**src/sv/quad_x_motor_mixer_arming_macros.svh**
```systemverilog
// Assertion macros for the quad X motor mixer with arming sequence.
// Used by the top-level RTL file quad_x_motor_mixer_arming.sv; expects clk_i and rst_ni in scope.
`ifndef QUAD_X_MOTOR_MIXER_ARMING_MACROS_SVH
`define QUAD_X_MOTOR_MIXER_ARMING_MACROS_SVH

// Checked on every rising edge outside reset.
`define QXMM_ASSERT(lbl, prop, msg) \
  lbl: assert property (@(posedge clk_i) disable iff (!rst_ni) (prop)) else $error(msg);

// Checked on every rising edge, reset included.
`define QXMM_ASSERT_ALWAYS(lbl, prop, msg) \
  lbl: assert property (@(posedge clk_i) (prop)) else $error(msg);

`endif

```
**src/sv/qxmm_pkg.sv**
```systemverilog
// Package for the quad X motor mixer: item types, register file type,
// run mode encoding and reset constants. No dependencies.
package qxmm_pkg;

  localparam int unsigned ThrW   = 12;
  localparam int unsigned DriveW = 12;
  localparam int unsigned DutyW  = 10;
  localparam int unsigned LevelW = 14;  // holds base plus three drives without wrap
  localparam int unsigned CfgIdxW  = 3;
  localparam int unsigned CfgDataW = 12;

  typedef enum logic [CfgIdxW-1:0] {
    CFG_START_THROTTLE  = 3'd0,
    CFG_CUTOFF_THROTTLE = 3'd1,
    CFG_THROTTLE_OFFSET = 3'd2,
    CFG_BASE_LIMIT      = 3'd3,
    CFG_DUTY_MAX        = 3'd4
  } cfg_idx_e;

  localparam logic [ThrW-1:0]  StartThrottleRst  = 12'd1100;
  localparam logic [ThrW-1:0]  CutoffThrottleRst = 12'd1020;
  localparam logic [ThrW-1:0]  ThrottleOffsetRst = 12'd1000;
  localparam logic [DutyW-1:0] BaseLimitRst      = 10'd800;
  localparam logic [DutyW-1:0] DutyMaxRst        = 10'd1000;

  typedef enum logic [1:0] {
    MODE_WAIT_ARM = 2'd0,
    MODE_WAIT_THR = 2'd1,
    MODE_RUN      = 2'd2,
    MODE_EXIT     = 2'd3
  } run_mode_e;

  typedef struct packed {
    logic                     armed;
    logic                     altitude_hold;
    logic [ThrW-1:0]          stick_throttle;
    logic signed [DriveW-1:0] altitude_drive;
    logic signed [DriveW-1:0] roll_drive;
    logic signed [DriveW-1:0] pitch_drive;
    logic signed [DriveW-1:0] yaw_drive;
  } in_item_t;

  typedef struct packed {
    logic [DutyW-1:0] duty_front_right_rear;
    logic [DutyW-1:0] duty_two;
    logic [DutyW-1:0] duty_three;
    logic [DutyW-1:0] duty_four;
  } out_item_t;

  typedef struct packed {
    logic [ThrW-1:0]  start_throttle;
    logic [ThrW-1:0]  cutoff_throttle;
    logic [ThrW-1:0]  throttle_offset;
    logic [DutyW-1:0] base_limit;
    logic [DutyW-1:0] duty_max;
  } cfg_t;

  typedef logic signed [LevelW-1:0] level_t;
  typedef level_t levels_t [4];

endpackage

```
**src/sv/qxmm_mix.sv**
```systemverilog
// Per-tick arming sequence and X-frame mixer: next run mode, next motor
// levels and clamped duties. Purely combinational; depends on qxmm_pkg.
module qxmm_mix
  import qxmm_pkg::*;
(
  input  run_mode_e mode_i,
  input  level_t    levels_i [4],
  input  in_item_t  item_i,
  input  cfg_t      cfg_i,
  output run_mode_e mode_o,
  output level_t    levels_o [4],
  output out_item_t duty_o
);

  logic               thr_start;
  logic               thr_cut;
  logic signed [12:0] base_raw;
  logic [DutyW-1:0]   base;
  level_t             base_l;
  level_t             roll_l;
  level_t             pitch_l;
  level_t             yaw_l;
  level_t             mix [4];
  logic [DutyW-1:0]   duty [4];

  assign thr_start = item_i.stick_throttle > cfg_i.start_throttle;
  assign thr_cut   = item_i.stick_throttle < cfg_i.cutoff_throttle;

  // Next-state logic.
  always_comb begin
    mode_o = mode_i;
    if (!item_i.armed) begin
      mode_o = MODE_WAIT_ARM;
    end else begin
      unique case (mode_i)
        MODE_WAIT_ARM: mode_o = thr_start ? MODE_RUN : MODE_WAIT_THR;
        MODE_WAIT_THR: mode_o = thr_start ? MODE_RUN : MODE_WAIT_THR;
        MODE_RUN:      mode_o = MODE_RUN;
        MODE_EXIT:     mode_o = MODE_WAIT_ARM;
        default:       mode_o = MODE_WAIT_ARM;
      endcase
    end
  end

  // Base drive and mix.
  always_comb begin
    if (item_i.altitude_hold) begin
      base_raw = $signed({item_i.altitude_drive[DriveW-1], item_i.altitude_drive});
    end else begin
      base_raw = $signed({1'b0, item_i.stick_throttle})
               - $signed({1'b0, cfg_i.throttle_offset});
    end
    priority if (base_raw < 13'sd0) begin
      base = '0;
    end else if (base_raw > $signed({3'b000, cfg_i.base_limit})) begin
      base = cfg_i.base_limit;
    end else begin
      base = base_raw[DutyW-1:0];
    end
    base_l  = $signed({4'b0000, base});
    roll_l  = $signed({{2{item_i.roll_drive[DriveW-1]}}, item_i.roll_drive});
    pitch_l = $signed({{2{item_i.pitch_drive[DriveW-1]}}, item_i.pitch_drive});
    yaw_l   = $signed({{2{item_i.yaw_drive[DriveW-1]}}, item_i.yaw_drive});
    mix[0] = base_l + roll_l - pitch_l - yaw_l;
    mix[1] = base_l + roll_l + pitch_l + yaw_l;
    mix[2] = base_l - roll_l + pitch_l - yaw_l;
    mix[3] = base_l - roll_l - pitch_l + yaw_l;
  end

  // Output logic: new motor levels for this tick.
  always_comb begin
    for (int i = 0; i < 4; i++) begin
      levels_o[i] = levels_i[i];
    end
    if (!item_i.armed) begin
      for (int i = 0; i < 4; i++) levels_o[i] = '0;
    end else begin
      unique case (mode_i)
        MODE_WAIT_ARM, MODE_EXIT: begin
          for (int i = 0; i < 4; i++) levels_o[i] = '0;
        end
        MODE_WAIT_THR: begin
          for (int i = 0; i < 4; i++) levels_o[i] = levels_i[i];
        end
        MODE_RUN: begin
          // Manual mode below the cutoff stick position stops all motors.
          if (!item_i.altitude_hold && thr_cut) begin
            for (int i = 0; i < 4; i++) levels_o[i] = '0;
          end else begin
            for (int i = 0; i < 4; i++) levels_o[i] = mix[i];
          end
        end
        default: begin
          for (int i = 0; i < 4; i++) levels_o[i] = '0;
        end
      endcase
    end
  end

  always_comb begin
    for (int i = 0; i < 4; i++) begin
      priority if (levels_o[i] < 14'sd0) begin
        duty[i] = '0;
      end else if (levels_o[i] > $signed({4'b0000, cfg_i.duty_max})) begin
        duty[i] = cfg_i.duty_max;
      end else begin
        duty[i] = levels_o[i][DutyW-1:0];
      end
    end
    duty_o.duty_front_right_rear = duty[0];
    duty_o.duty_two              = duty[1];
    duty_o.duty_three            = duty[2];
    duty_o.duty_four             = duty[3];
  end

endmodule

```
**src/sv/quad_x_motor_mixer_arming.sv**
```systemverilog
// Quad X-frame motor mixer with arming sequence, top level.
// Holds the registers and pipeline; depends on qxmm_pkg, qxmm_mix and the macro header.
//
// One result item per input item. The block takes one item every clock cycle
// as long as results are taken. An accepted item waits in the input register
// while the mode and mix logic work on it. Its result is loaded into the result
// register when the result stage advances, that is once the result register is
// empty or being taken. While a result is stalled, the input register can still
// take one more item. The input stalls only while both registers are full and
// the output is stalled. The run mode and the four motor levels update once per
// item, at the same edge that loads the result register. Consecutive items
// therefore see each other's state without extra delay. Configuration writes are
// always ready, and they take effect on the next item.
`include "quad_x_motor_mixer_arming_macros.svh"

module quad_x_motor_mixer_arming
  import qxmm_pkg::*;
(
  input  logic                clk_i,
  input  logic                rst_ni,
  input  logic                in_valid_i,
  output logic                in_stall_o,
  input  in_item_t            in_item_i,
  output logic                out_valid_o,
  input  logic                out_stall_i,
  output out_item_t           out_item_o,
  input  logic                cfg_valid_i,
  output logic                cfg_ready_o,
  input  logic [CfgIdxW-1:0]  cfg_index_i,
  input  logic [CfgDataW-1:0] cfg_data_i
);

  cfg_t      cfg_q;
  logic      in_valid_q;
  in_item_t  item_q;
  logic      out_valid_q;
  out_item_t out_item_q;
  run_mode_e mode_q;
  run_mode_e mode_d;
  level_t    levels_q [4];
  level_t    levels_d [4];
  out_item_t duty_d;
  logic      advance;
  logic      levels_zero;

  assign cfg_ready_o = 1'b1;

  always_ff @(posedge clk_i or negedge rst_ni) begin
    if (!rst_ni) begin
      cfg_q.start_throttle  <= StartThrottleRst;
      cfg_q.cutoff_throttle <= CutoffThrottleRst;
      cfg_q.throttle_offset <= ThrottleOffsetRst;
      cfg_q.base_limit      <= BaseLimitRst;
      cfg_q.duty_max        <= DutyMaxRst;
    end else if (cfg_valid_i) begin
      unique case (cfg_index_i)
        CFG_START_THROTTLE:  cfg_q.start_throttle  <= cfg_data_i;
        CFG_CUTOFF_THROTTLE: cfg_q.cutoff_throttle <= cfg_data_i;
        CFG_THROTTLE_OFFSET: cfg_q.throttle_offset <= cfg_data_i;
        CFG_BASE_LIMIT:      cfg_q.base_limit      <= cfg_data_i[DutyW-1:0];
        CFG_DUTY_MAX:        cfg_q.duty_max        <= cfg_data_i[DutyW-1:0];
        default: ;
      endcase
    end
  end

  // The result stage moves whenever its register is empty or being taken.
  assign advance    = !out_valid_q || !out_stall_i;
  assign in_stall_o = in_valid_q && !advance;

  always_ff @(posedge clk_i or negedge rst_ni) begin
    if (!rst_ni) begin
      in_valid_q <= 1'b0;
    end else if (!in_stall_o) begin
      in_valid_q <= in_valid_i;
    end
  end

  always_ff @(posedge clk_i) begin
    if (!in_stall_o && in_valid_i) begin
      item_q <= in_item_i;
    end
  end

  qxmm_mix u_mix (
    .mode_i   (mode_q),
    .levels_i (levels_q),
    .item_i   (item_q),
    .cfg_i    (cfg_q),
    .mode_o   (mode_d),
    .levels_o (levels_d),
    .duty_o   (duty_d)
  );

  always_ff @(posedge clk_i or negedge rst_ni) begin
    if (!rst_ni) begin
      mode_q      <= MODE_WAIT_ARM;
      levels_q    <= '{default: '0};
      out_valid_q <= 1'b0;
    end else if (advance) begin
      out_valid_q <= in_valid_q;
      if (in_valid_q) begin
        mode_q   <= mode_d;
        levels_q <= levels_d;
      end
    end
  end

  always_ff @(posedge clk_i) begin
    if (advance && in_valid_q) begin
      out_item_q <= duty_d;
    end
  end

  assign out_valid_o = out_valid_q;
  assign out_item_o  = out_item_q;

  assign levels_zero = (levels_q[0] == '0) && (levels_q[1] == '0) &&
                       (levels_q[2] == '0) && (levels_q[3] == '0);

  `QXMM_ASSERT(a_no_stored_exit, mode_q != MODE_EXIT, "exit mode was stored")
  `QXMM_ASSERT(a_disarm_zeroes, (advance && in_valid_q && !item_q.armed) |=> (mode_q == MODE_WAIT_ARM && levels_zero), "disarm did not stop the motors")
  `QXMM_ASSERT(a_wait_arm_idle, (mode_q == MODE_WAIT_ARM) |-> levels_zero, "motor levels nonzero while waiting for arm")
  `QXMM_ASSERT(a_stage_moves, (in_valid_q && advance) |=> out_valid_q, "item lost between stages")
  `QXMM_ASSERT_ALWAYS(a_reset_empty, !rst_ni |-> (!out_valid_o && !in_stall_o), "pipeline not empty in reset")

endmodule

```
**config.mk**
```make
export PLATFORM = sky130hd
export DESIGN_NAME = quad_x_motor_mixer_arming
export DESIGN_NICKNAME = d
export VERILOG_FILES = /design/src/sv/qxmm_pkg.sv /design/src/sv/qxmm_mix.sv /design/src/sv/quad_x_motor_mixer_arming.sv
export VERILOG_INCLUDE_DIRS = /design/src /design/src/sv
export SDC_FILE = /design/constraint.sdc
export NUM_CORES = 1
export LEC_CHECK = 0
export BUFFER_PORTS_ARGS = -buffer_cell sky130_fd_sc_hd__clkbuf_2
export CORE_MARGIN = 1
export CORE_UTILIZATION = 60
export CTS_BUF_LIST = sky130_fd_sc_hd__clkbuf_16
export CTS_CLUSTER_SIZE = 25
export DETAILED_ROUTE_END_ITERATION = 6
export PLACE_DENSITY = 0.87
export SETUP_SLACK_MARGIN = 0.15
export SLEW_MARGIN = 20
export SYNTH_ARGS = -nofsm -noshare
export SYNTH_HDL_FRONTEND = slang
export SYNTH_SLANG_ARGS = --single-unit
```
**constraint.sdc**
```tcl
create_clock -name clk_i -period 10 [get_ports clk_i]
set_input_delay 2 -clock clk_i [delete_from_list [all_inputs] [get_ports clk_i]]
set_output_delay 2 -clock clk_i [all_outputs]
set_load 0.02 [all_outputs]
```
# After elaboration in Yosys (flattened, before gate mapping)

Index checks and enable logic that the tools add are counted.

Register bits after elaboration: 218

Reductions and logical operators: 20
Add/subtract/negate cells: 11
Muxes and demuxes: 13
Equality and inequality tests: 7
Magnitude comparators: 12

Operator list:

| operator                                             | count |
|---|---|
| case mux 56 bit (3 select lines)                     | 1 |
| 2-to-1 mux 56 bit                                    | 2 |
| 2-to-1 mux 10 bit                                    | 6 |
| > comparator 14 x 11 -> 1 bit                        | 4 |
| < comparator 14 x 1 -> 1 bit (second input constant) | 4 |
| adder 13 x 12 -> 14 bit                              | 2 |
| adder 14 x 12 -> 14 bit                              | 2 |
| subtractor 13 x 12 -> 14 bit                         | 2 |
| subtractor 14 x 12 -> 14 bit                         | 2 |
| adder 11 x 12 -> 13 bit                              | 1 |
| > comparator 13 x 11 -> 1 bit                        | 1 |
| < comparator 13 x 1 -> 1 bit (second input constant) | 1 |
| 2-to-1 mux 13 bit                                    | 1 |
| subtractor 11 x 12 -> 13 bit                         | 1 |
| subtractor 12 x 12 -> 13 bit                         | 1 |
| > comparator 12 bit                                  | 1 |
| < comparator 12 bit                                  | 1 |
| AND reduction 2 bit                                  | 6 |
| == test 3 x 2 -> 1 bit (second input constant)       | 2 |
| case mux 2 bit (3 select lines)                      | 1 |
| logical NOT 1 bit                                    | 5 |
| == test 2 bit (second input constant)                | 2 |
| logical AND 1 bit                                    | 4 |
| 2-to-1 mux 2 bit                                     | 2 |
| 7 further kinds                                      | 8 |

# Longest topological paths before layout

Gate-level depths: netlist of the first run.

Word-level depth: 13
Depth in mapped cells: 49
Depth with buffers taken out: 48

# Cells and area by module

Synthesis of the first run repeated with hierarchy kept, for this count alone.

Cell total of the unflattened synthesis: 1510
Area total of the unflattened synthesis: 16210.5 sq um

Modules (own cells, without submodules):

| module                    | sequential area each (sq um) | cells each | area an instance (sq um) | instances |
|---|---|---|---|---|
| qxmm_mix                  | 0.0                          | 1154       | 8534.4                   | 1 |
| quad_x_motor_mixer_arming | 5999.5                       | 356        | 7676.1                   | 1 |

# Least setup slack after synthesis of the first run

No wires, ideal clock.

Path kind: reg2reg
Start: register cfg_q[23] in the netlist's numbering
End: register out_item_q (netlist bit out_item_o[1]), data pin
Cell stages (with the launch flop): 42
Setup time: 0.266 ns
Path buffers: 2
Arrival: 8.408 ns
Period minus slack after synthesis: 8.674 ns
Setup slack: 1.326 ns
Path through: dfstp_2 inv_1 ha_1 o21a_1 o31a_1 o21a_1 o21a_1 o21ai_0 nand2b_1 xnor2_1 o21ai_0 ha_1 nand2_1 o21ai_0 a2111oi_0 a22o_1 o31a_1 nand2_1 [6 not listed] o311a_1 fa_1 inv_1 ha_1 or3_1 o21ai_0 nor2_1 a21oi_1 xnor2_1 a22oi_1 nor2_1 ha_1 nand4_1 or3_1 a221oi_2 buf_4 mux2i_1 nor2_1

RTL lines:

| what                 | line                             | text |
|---|---|---|
| from (decl)          | quad_x_motor_mixer_arming.sv:33  | `cfg_t cfg_q;` |
| to (signal assigned) | quad_x_motor_mixer_arming.sv:111 | `out_item_q <= duty_d;` |
| to (decl)            | quad_x_motor_mixer_arming.sv:37  | `out_item_t out_item_q;` |

==> results.py, run 1 <==
metrics = {
    "pwr": {
        "powerDensity_nw_per_um2": 296,
        "static_leakage_uw": 0.00852,
        "highest_ir_drop_seen_on_vdd_v": 0.000170,
    },
    "global_route": {
        "grt_pass1_wl_mm": 66.4,
        "grt_max_degree": 75,
        "globalRoute.totalOverflow": 0,
        "gr-usage-all-layers": 0.303,
        "grt_antenna_before_repair": 0,
        "grt_pass1_vias": 12900,
    },
    "synthesis": {
        "synthDistinctLibCells": 83,
        "cell_area_synth_um2": 16100,
        "dominantRegCellSynth": "sky130_fd_sc_hd__edfxtp_1",
        "mappedNetlistNets": 1989,
        "asyncSetResetFlopFracSynth": 0.532,
        "synth_edf_count": 102,
        "netlist.area_leader.share": 0.190,
        "syn_avg_cell_area_um2": 9.54,
        "ys_seq_elements": 218,
        "main_area_contributors_after_synthesis": "sky130_fd_sc_hd__edfxtp_1, sky130_fd_sc_hd__dfrtp_1, sky130_fd_sc_hd__ha_1",
        "ys_warn_count": 0,
        "synth.cells.most_frequent": "sky130_fd_sc_hd__nand2_1, sky130_fd_sc_hd__inv_1, sky130_fd_sc_hd__ha_1, sky130_fd_sc_hd__edfxtp_1, sky130_fd_sc_hd__nor2_1",
        "syn_inst": 1689,
        "cell_type_with_the_highest_aggregate_area_in_the_netlist": "sky130_fd_sc_hd__edfxtp_1",
        "register_area_share_after_synthesis": 0.372,
        "yosysMostFrequentCell": "sky130_fd_sc_hd__nand2_1",
    },
    "floorplan": {
        "std_cell_rows": 59,
        "chipHeight_um": 166,
        "die_area_um2": 27500,
        "design.portCount": 125,
        "floorplan.core_area_um2": 26200,
        "dieWidth_um": 166,
        "initial_util": 0.615,
    },
    "timing": {
        "timing.final.ws_setup_ns": 0.538,
        "grt_setup_unrepaired": "no",
        "clock.fmax_mhz": 106,
        "period_share": 0.946,
        "final_max_slew_viol_count": 0,
        "timing_worst_slew_pin_value_ns": 1.06,
        "max-slew-margin-rel": 0.284,
        "report.final.hold_viol_count": 0,
        "skew_ns": 0.0122,
        "setup-violations-final": 0,
        "setup-tns-final_ns": 0,
        "layout_min_cycle_time_ns": 9.46,
    },
    "clock_network": {
        "cts_made_buffers": 25,
        "number_of_sinks_driven_by_the_clock_tree": 218,
        "clk_pin_slew_worst_paths_ns": 0.06,
        "cts.root.buffer_cell": "sky130_fd_sc_hd__clkbuf_16",
        "cts_hold_repair_buffers": 0,
        "clock_latency_ns": 0.53,
        "cts.htree.levels": 1,
        "clock_path_buffers": 3,
        "cts_tree": "built",
    },
    "routing": {
        "first_iter_violations": 1057,
        "drt_pre_antenna_iters": 7,
        "detail-route-antenna-nets": 0,
        "wirelength_mm": 41.5,
        "drt-wirelength-per-cell_um": 19.2,
        "route.detailed.vias_per_inst": 6.05,
        "post-route-drc-count": 19,
        "detailroute.via_count": 13100,
    },
    "worst_setup_path": {
        "path_delay_family": "compound AO/OA/AOI/OAI gates",
        "setup.worst_path.end_class": "flip-flop",
        "crit_slowest_cell": "sky130_fd_sc_hd__fa_1",
        "timing.rr.start": "item_q[50]$_DFFE_PP_",
        "timing.setup.critical_path_class": "reg2reg",
        "rr_worst_depth": 44,
        "crit_top_cell": "sky130_fd_sc_hd__ha_1",
        "crit_required_ns": 10.29,
        "r2r_end": "out_item_o[6]$_SDFFCE_PN0P_",
        "worst-path-max-fanout": 9,
        "slowest_delay_ns": 0.47,
        "crit_arrival_ns": 9.75,
        "crit_path_start_kind": "flip-flop",
        "rrSetupSlack_ns": 0.54,
        "worst-path-buf-inv": 3,
    },
    "worst_hold_path": {
        "min-delay-start": "levels_q[30]$_DFFE_PN0P_",
        "min_path_cells": 2,
        "hp-class": "reg2reg",
        "holdPathEnd": "levels_q[30]$_DFFE_PN0P_",
    },
    "place": {
        "routabilityCongestion": 0.903,
        "placedInstanceArea_um2": 17100,
        "dp_hpwl_mm": 31.7,
        "pre_cts_ws_ns": 0.350,
        "numPortBuffers": 123,
    },
    "cells_and_area": {
        "drive_above_1_share": 0.150,
        "final.fill_count": 1980,
        "syn2layout_area_growth_pct": 11.8,
        "multi_input_area_um2": 9270,
        "final_cell_area_um2": 18000,
        "n_antenna_cell": 0,
        "num-nets-final": 2106,
        "layout.area.seq_um2": 6000,
    },
    "status": {
        "violations": "DRC",
        "run_status": "finished, violations left",
    },
    "run": {
        "count_of_maximum_capacitance_violations": 0,
    },
}
## routing by layer
metal	global-route usage	part of all wire	vias to the layer above
li1	-	-	6136
met1	0.409	0.42	6225
met2	0.492	0.46	595
met3	0.0479	0.082	108
met4	0.121	0.038	0
met5	0	0	-
## cells in the final DEF, fill, tap and decap left out, types with 13 or more instances in the layout
master / netlist / routed
sky130_fd_sc_hd__edfxtp_1: 102 / 102
sky130_fd_sc_hd__o21a_1: 28 / 28
sky130_fd_sc_hd__fa_1: 56 / 55
sky130_fd_sc_hd__ha_1: 162 / 158
sky130_fd_sc_hd__nor3_1: 29 / 28
sky130_fd_sc_hd__o21ai_0: 88 / 85
sky130_fd_sc_hd__nand2_1: 232 / 229
sky130_fd_sc_hd__dfstp_2: 27 / 27
sky130_fd_sc_hd__xor2_1: 21 / 21
sky130_fd_sc_hd__buf_4: 3 / 23
sky130_fd_sc_hd__xnor2_1: 47 / 45
sky130_fd_sc_hd__inv_1: 191 / 192
sky130_fd_sc_hd__nand2b_1: 17 / 17
sky130_fd_sc_hd__a21oi_1: 66 / 64
sky130_fd_sc_hd__clkbuf_16: 0 / 27
sky130_fd_sc_hd__o21ai_1: 10 / 13
sky130_fd_sc_hd__dfrtp_1: 89 / 89
sky130_fd_sc_hd__clkbuf_2: 0 / 122
sky130_fd_sc_hd__mux2i_1: 22 / 22
sky130_fd_sc_hd__nand4_1: 17 / 17
sky130_fd_sc_hd__nor2_1: 96 / 93
sky130_fd_sc_hd__a21o_1: 46 / 46
sky130_fd_sc_hd__mux2_2: 16 / 16
sky130_fd_sc_hd__a22oi_1: 25 / 25
sky130_fd_sc_hd__a31oi_1: 26 / 25
sky130_fd_sc_hd__nand3_1: 28 / 28
## final cells by class
class,instances,share of cell area
repair buffers,147,0.0447
inverters,192,0.0400
clock inverters,19,0.00660
clock buffers,27,0.0375
well taps,335,0.0233
multi-input cells,1222,0.515
flip-flops and latches,218,0.333
## worst min-delay path, cell delays in order (launching register included)
cell and delay (ns):
sky130_fd_sc_hd__dfrtp_1 0.34, sky130_fd_sc_hd__nand2_1 0.04, sky130_fd_sc_hd__o21ai_0 0.06
## worst max path at each step
stage	startpoint	endpoint	slack, ns	depth (start not counted)
2_1_floorplan	cfg_q[23]$_DFFE_PN1P_	out_item_o[1]$_SDFFCE_PN0P_	1.33	41
3_3_place_gp	cfg_q[23]$_DFFE_PN1P_	out_item_o[17]$_SDFFCE_PN0P_	0.66	48
3_5_place_dp	item_q[48]$_DFFE_PP_	out_item_o[3]$_SDFFCE_PN0P_	0.35	49
4_1_cts	item_q[48]$_DFFE_PP_	out_item_o[4]$_SDFFCE_PN0P_	0.26	49
5_1_grt	item_q[48]$_DFFE_PP_	out_item_o[6]$_SDFFCE_PN0P_	0.07	49
6_report	item_q[50]$_DFFE_PP_	out_item_o[6]$_SDFFCE_PN0P_	0.54	44
## through the flow
stage / hold WS (ns) / cells / util / power (µW)
floorplan: 0.446 / 1689 / - / 3480
global placement: 0.458 / 2107 / 0.651 / 4200
detailed placement: 0.467 / 2107 / 0.651 / 4290
CTS: 0.482 / 2153 / 0.681 / 5200
global route: 0.499 / 2160 / 0.687 / 5680
finish: 0.482 / 2160 / 0.687 / 5330
## registers in the layout, summed over array words and instances (netlist names)
name         count
out_valid_o      1
mode_q           2
item_q          62
in_valid_q       1
cfg_q           56
out_item_o      40
levels_q        56
## what timing repair did
action,in CTS,in global routing
endpoints found under the setup margin,0,42
resized for setup,0,32
setup buffers,0,6
## cell families after synthesis
| kind of cell | after synthesis | synth area share |
|---|---|---|
| flops | 218 | 0.372 |
| compound gates | 405 | 0.173 |
| simple gates | 491 | 0.137 |
| mux | 38 | 0.0248 |
| fa+ha+maj | 219 | 0.196 |
| other cells | 1 | 0.000233 |
| xor+xnor | 68 | 0.0370 |
| buf+inv | 249 | 0.0598 |
## where the power goes
part	switching, µW	internal [µW]
clock network	377	513
registers	78.3	1080
logic	2000	1280
(Power assumes the default switching activity.)
==> run 2: changes to the inputs <==
Settings changed: GPL_TIMING_DRIVEN set to 0, PLACE_DENSITY 0.87 to 0.83.
==> run 2 against run 1 <==
Against the previous run:
- the flow still finishes with violations (DRC)
- combinational power rose by 6.4%
- power grew 4.9%
- non-clock buffer count grew 53
- routed wire length is 2.5% higher
- register-to-register slack got worse by 0.07 ns
- first-iteration DRC count is 11% higher
==> results.py, run 2 (same netlist as run 1, synthesis figures left out) <==
metrics = {
    "status": {
        "run_status": "finished, violations left",
        "violations": "DRC",
    },
    "clock_network": {
        "number_of_sinks_driven_by_the_clock_tree": 218,
        "cts_made_buffers": 25,
        "cts_tree": "built",
        "clock_latency_ns": 0.55,
        "cts_hold_repair_buffers": 0,
        "cts.htree.levels": 1,
        "clk_pin_slew_worst_paths_ns": 0.06,
        "cts.root.buffer_cell": "sky130_fd_sc_hd__clkbuf_16",
        "clock_path_buffers": 3,
    },
    "worst_setup_path": {
        "crit_arrival_ns": 9.82,
        "timing.rr.start": "item_q[48]$_DFFE_PP_",
        "slowest_delay_ns": 0.57,
        "crit_slowest_cell": "sky130_fd_sc_hd__fa_1",
        "rr_worst_depth": 49,
        "timing_startpoint_of_the_critical_path": "item_q[48]$_DFFE_PP_",
        "crit_required_ns": 10.30,
        "worst-path-max-fanout": 10,
        "setup.worst_path.end_class": "flip-flop",
        "crit_path_start_kind": "flip-flop",
        "timing.setup.critical_path_class": "reg2reg",
        "crit_top_cell": "sky130_fd_sc_hd__ha_4",
    },
    "routing": {
        "drt-wirelength-per-cell_um": 19.2,
        "post-route-drc-count": 10,
        "detail-route-antenna-nets": 0,
        "wirelength_mm": 42.5,
        "detailroute.via_count": 13200,
        "first_iter_violations": 1172,
        "route.detailed.vias_per_inst": 5.95,
        "drt_pre_antenna_iters": 7,
    },
    "place": {
        "pre_cts_ws_ns": -0.307,
        "dp_hpwl_mm": 32.7,
        "routabilityCongestion": 0.934,
        "dp_cells": 2150,
        "placedInstanceArea_um2": 17200,
        "numPortBuffers": 123,
    },
    "pwr": {
        "total_switching_power_uw": 2600,
        "power.share.clock": 0.168,
        "static_leakage_uw": 0.00866,
        "comb_power_share": 0.625,
        "highest_ir_drop_seen_on_vdd_v": 0.000217,
        "powerDensity_nw_per_um2": 301,
        "switching_share": 0.466,
        "p_int_uw": 2990,
        "seq_power_share": 0.207,
    },
    "floorplan": {
        "std_cell_rows": 59,
        "floorplan.core_area_um2": 26200,
        "design.portCount": 125,
        "initial_util": 0.615,
        "die_area_um2": 27500,
        "chipHeight_um": 166,
        "dieWidth_um": 166,
    },
    "global_route": {
        "grt_pass1_vias": 12900,
        "grt_antenna_before_repair": 0,
        "grt_max_degree": 95,
        "grt_pass1_wl_mm": 67.0,
        "gr-usage-all-layers": 0.308,
        "globalRoute.totalOverflow": 0,
    },
    "timing": {
        "period_share": 0.953,
        "layout_min_cycle_time_ns": 9.53,
        "report.final.hold_viol_count": 0,
        "timing.final.ws_setup_ns": 0.471,
        "setup-violations-final": 0,
        "final_max_slew_viol_count": 0,
        "timing_worst_slew_pin_value_ns": 0.754,
        "skew_ns": 0.0156,
        "max-slew-margin-rel": 0.494,
        "clock.fmax_mhz": 105,
        "grt_setup_unrepaired": "no",
    },
    "cells_and_area": {
        "final_cell_area_um2": 18500,
        "post_layout_nonfiller_instances": 2213,
        "layout_commonest_cell": "sky130_fd_sc_hd__nand2_1",
        "n_antenna_cell": 0,
        "largest-register": "item_q",
        "largest_register_ff_count": 62,
        "syn2layout_area_growth_pct": 15.1,
        "layout.core_utilization": 0.708,
        "num-nets-final": 2159,
        "top_regs": "item_q: 62 flops, cfg_q: 56 flops, levels_q: 56 flops",
        "most-common-layout-cells": "sky130_fd_sc_hd__nand2_1, sky130_fd_sc_hd__inv_1, sky130_fd_sc_hd__ha_1, sky130_fd_sc_hd__clkbuf_2, sky130_fd_sc_hd__edfxtp_1",
        "drive_above_1_share": 0.170,
    },
    "worst_hold_path": {
        "min_path_cells": 1,
        "hp-class": "reg2reg",
        "min-delay-start": "in_valid_q$_DFFE_PN0N_",
    },
    "run": {
        "count_of_maximum_capacitance_violations": 0,
    },
}
[run 2: area by class of cell]
type | instances | area [µm²]
Clock inverter | 21 | 214
Inverter | 192 | 721
Multi-Input combinational cell | 1222 | 9480
Sequential cell | 218 | 6000
Timing Repair Buffer | 143 | 827
Buffer | 57 | 263
Fill cell | 1925 | 7660
Tap cell | 335 | 419
Clock buffer | 25 | 626
[run 2: per-stage QoR]
stage / TNS, ns / hold WS (ns) / power, µW
4_1_cts: 0 / 0.478 / 5310
3_3_place_gp: -0.923 / 0.458 / 4230
6_report: 0 / 0.467 / 5590
3_5_place_dp: -5.05 / 0.465 / 4330
5_1_grt: 0 / 0.498 / 5930
2_1_floorplan: 0 / 0.446 / 3480
[run 2: final timing paths]
check                                                    end  slack (ns)
worst max-delay path            out_item_o[14]$_SDFFCE_PN0P_        0.47
worst min register to register       out_valid_o$_DFFE_PN0N_        0.47
worst min-delay path                 out_valid_o$_DFFE_PN0N_        0.47
worst max register to register  out_item_o[14]$_SDFFCE_PN0P_        0.47
max in group asynchronous              cfg_q[34]$_DFFE_PN1P_        7.97
min in group asynchronous              cfg_q[24]$_DFFE_PN0P_        1.31
[run 2: metal layers]
layer | global-route usage | part of all wire | up-vias
met3 | 0.0658 | 0.085 | 109
li1 | - | - | 6248
met4 | 0.115 | 0.039 | 0
met2 | 0.513 | 0.46 | 577
met1 | 0.397 | 0.41 | 6243
met5 | 0 | 0 | -
[run 2: worst max-delay path: cells and delay by family (launching register included)]
kind	cells	cell delay, ns
multiplexers	2	0.36
buffers and inverters	6	0.68
AND/OR/NAND/NOR	12	1.74
AO/OA/AOI/OAI	19	3.63
adder cells (fa/ha/maj)	7	1.84
flip-flops	1	0.44
XOR/XNOR	3	0.55
[run 2: repair_timing]
item                                    CTS  global route
buffers inserted                          3            13
pin swaps                                 6            26
hold endpoints to repair                  0             0
cloned                                    0             1
gates resized for setup                  15            70
endpoints found under the setup margin   36            40
[run 2: power by group through the flow]
| stage | combinational [µW] | sequential (µW) | clock [µW] |
|---|---|---|---|
| finish | 3490 | 1160 | 940 |
| global route | 3790 | 1170 | 983 |
| CTS | 3210 | 1160 | 943 |
| detailed placement | 3160 | 1170 | 0 |
| global placement | 3070 | 1170 | 0 |
| floorplan | 2310 | 1180 | 0 |
==> run 3: changes to the inputs <==
Settings changed: CORE_UTILIZATION 60 to 45, PLACE_DENSITY 0.83 to 0.66.
Clock period 10 ns to 11 ns, I/O delays scaled along.
==> run 3 against run 2 <==
Against the previous run:
- the flow now finishes without violations
- worst hold slack better by 0.014 ns
- flip-flop and latch count unchanged
- setup slack better by 0.46 ns
- core utilization down 18 points
- sequential share of layout area up 0.42 points
- routed wire length up 1.8%
- critical path type unchanged
- critical endpoint is now out_item_o[1]$_SDFFCE_PN0P_
==> results.py, run 3 (same netlist as run 1, synthesis figures left out) <==
metrics = {
    "worst_setup_path": {
        "r2r_end": "out_item_o[1]$_SDFFCE_PN0P_",
        "rrSetupSlack_ns": 0.94,
        "critical_path_destination": "out_item_o[1]$_SDFFCE_PN0P_",
        "setup.worst_path.end_class": "flip-flop",
        "slowest_delay_ns": 0.54,
        "crit_path_start_kind": "flip-flop",
        "timing.critical_path.depth": 38,
        "rr_worst_depth": 38,
        "timing_startpoint_of_the_critical_path": "item_q[50]$_DFFE_PP_",
        "worst-path-buf-inv": 4,
        "crit_slowest_cell": "sky130_fd_sc_hd__a211oi_1",
        "timing.rr.start": "item_q[50]$_DFFE_PP_",
        "crit_arrival_ns": 10.36,
        "crit_top_cell": "sky130_fd_sc_hd__ha_1",
        "timing.setup.critical_path_class": "reg2reg",
        "path_delay_family": "compound AO/OA/AOI/OAI gates",
        "crit_required_ns": 11.29,
        "worst-path-max-fanout": 10,
    },
    "cells_and_area": {
        "layout.area.seq_um2": 6000,
        "layout_commonest_cell": "sky130_fd_sc_hd__nand2_1",
        "top_regs": "item_q: 62 flops, cfg_q: 56 flops, levels_q: 56 flops",
        "most-common-layout-cells": "sky130_fd_sc_hd__nand2_1, sky130_fd_sc_hd__inv_1, sky130_fd_sc_hd__ha_1, sky130_fd_sc_hd__clkbuf_2, sky130_fd_sc_hd__edfxtp_1",
        "n_antenna_cell": 0,
        "drive_above_1_share": 0.136,
        "syn2layout_area_growth_pct": 13.6,
        "largest_register_ff_count": 62,
        "multi_input_area_um2": 9180,
        "largest-register": "item_q",
        "layout.core_utilization": 0.525,
        "final.fill_count": 3259,
        "num-nets-final": 2144,
    },
    "timing": {
        "final_max_slew_viol_count": 0,
        "timing.final.ws_setup_ns": 0.936,
        "skew_ns": 0.0161,
        "period_share": 0.915,
        "layout_min_cycle_time_ns": 10.06,
        "report.final.hold_viol_count": 0,
        "max-slew-margin-rel": 0.259,
        "setup-tns-final_ns": 0,
        "setup-violations-final": 0,
        "timing_worst_slew_pin_value_ns": 1.11,
        "clock.fmax_mhz": 99.4,
        "grt_setup_unrepaired": "no",
    },
    "pwr": {
        "report.power.total_uw": 4910,
        "powerDensity_nw_per_um2": 268,
        "static_leakage_uw": 0.00858,
        "highest_ir_drop_seen_on_vdd_v": 0.000190,
    },
    "routing": {
        "wirelength_mm": 43.3,
        "detailroute.via_count": 12900,
        "drt_pre_antenna_iters": 5,
        "detail-route-antenna-nets": 0,
        "route.detailed.vias_per_inst": 5.54,
        "first_iter_violations": 772,
        "post-route-drc-count": 0,
        "drt-wirelength-per-cell_um": 18.7,
    },
    "global_route": {
        "globalRoute.totalOverflow": 0,
        "gr-usage-all-layers": 0.240,
        "grt_max_degree": 83,
        "grt_pass1_vias": 12500,
        "grt_pass1_wl_mm": 68.3,
        "grt_antenna_before_repair": 0,
    },
    "floorplan": {
        "design.portCount": 125,
        "die_area_um2": 36600,
        "initial_util": 0.462,
        "chipHeight_um": 191,
        "dieWidth_um": 191,
        "std_cell_rows": 68,
        "floorplan.core_area_um2": 34900,
    },
    "place": {
        "numPortBuffers": 123,
        "routabilityCongestion": 0.941,
        "pre_cts_ws_ns": 0.549,
        "dp_hpwl_mm": 34.5,
    },
    "clock_network": {
        "number_of_sinks_driven_by_the_clock_tree": 218,
        "cts.htree.levels": 1,
        "cts_tree": "built",
        "clock_path_buffers": 3,
        "clk_pin_slew_worst_paths_ns": 0.06,
        "cts.root.buffer_cell": "sky130_fd_sc_hd__clkbuf_16",
        "clock_latency_ns": 0.56,
        "cts_made_buffers": 26,
    },
    "run": {
        "count_of_maximum_capacitance_violations": 0,
    },
    "worst_hold_path": {
        "hp-class": "reg2reg",
    },
    "status": {
        "run_status": "complete, no violations",
    },
}
==> run 3: layout make-up <==
cell class,count,area share
tap,455,0.0311
multi-input combinational,1222,0.502
clock inverter,21,0.0108
timing repair buffer,127,0.0390
inverter,192,0.0394
clock buffer,27,0.0369
buffer,57,0.0135
sequential,218,0.328
==> run 3: how the worst min path moves through the flow <==
stage | cells past startpoint | end | slack, ns | start
4_1_cts | 2 | levels_q[51]$_DFFE_PN0P_ | 0.48 | levels_q[51]$_DFFE_PN0P_
5_1_grt | 2 | levels_q[48]$_DFFE_PN0P_ | 0.51 | levels_q[48]$_DFFE_PN0P_
3_5_place_dp | 2 | levels_q[51]$_DFFE_PN0P_ | 0.47 | levels_q[51]$_DFFE_PN0P_
3_3_place_gp | 2 | levels_q[45]$_DFFE_PN0P_ | 0.46 | levels_q[45]$_DFFE_PN0P_
6_report | 2 | levels_q[38]$_DFFE_PN0P_ | 0.48 | levels_q[38]$_DFFE_PN0P_
2_1_floorplan | 2 | levels_q[51]$_DFFE_PN0P_ | 0.45 | levels_q[51]$_DFFE_PN0P_
==> run 3: report_power, final <==
part	switching (µW)	internal [µW]	total, µW	leakage (µW)
Combinational	1850	1140	2990	0.00567
Sequential	67.2	984	1050	0.00246
Clock	360	517	878	0.000446
==> run 3: through the flow <==
stage               hold slack (ns)  instances  area (µm²)
floorplan                     0.446       1689       16100
global placement              0.458       2267       17300
detailed placement            0.466       2270       17400
CTS                           0.482       2318       18300
global route                  0.505       2319       18300
finish                        0.481       2319       18300
==> run 3: repair_timing <==
action	in CTS	in global routing
buffers inserted	0	1
setup endpoints to repair	0	39
resized for setup	0	10
hold buffers	0	0
==> run 3: layer usage <==
layer / up-vias / track usage / part of all wire
met4: 0 / 0.0702 / 0.030
met3: 78 / 0.0275 / 0.054
met5: - / 0 / 0
met2: 382 / 0.388 / 0.45
met1: 6191 / 0.339 / 0.47
li1: 6205 / - / -
==> run 3: worst register-to-register path: cells and delay by family (launching register included) <==
family	cells	cell delay, ns
AND/OR/NAND/NOR	10	1.85
flip-flops	1	0.51
XOR/XNOR	2	0.37
buffers and inverters	4	0.76
multiplexers	1	0.21
AO/OA/AOI/OAI	15	3.69
adder cells (fa/ha/maj)	6	2.40
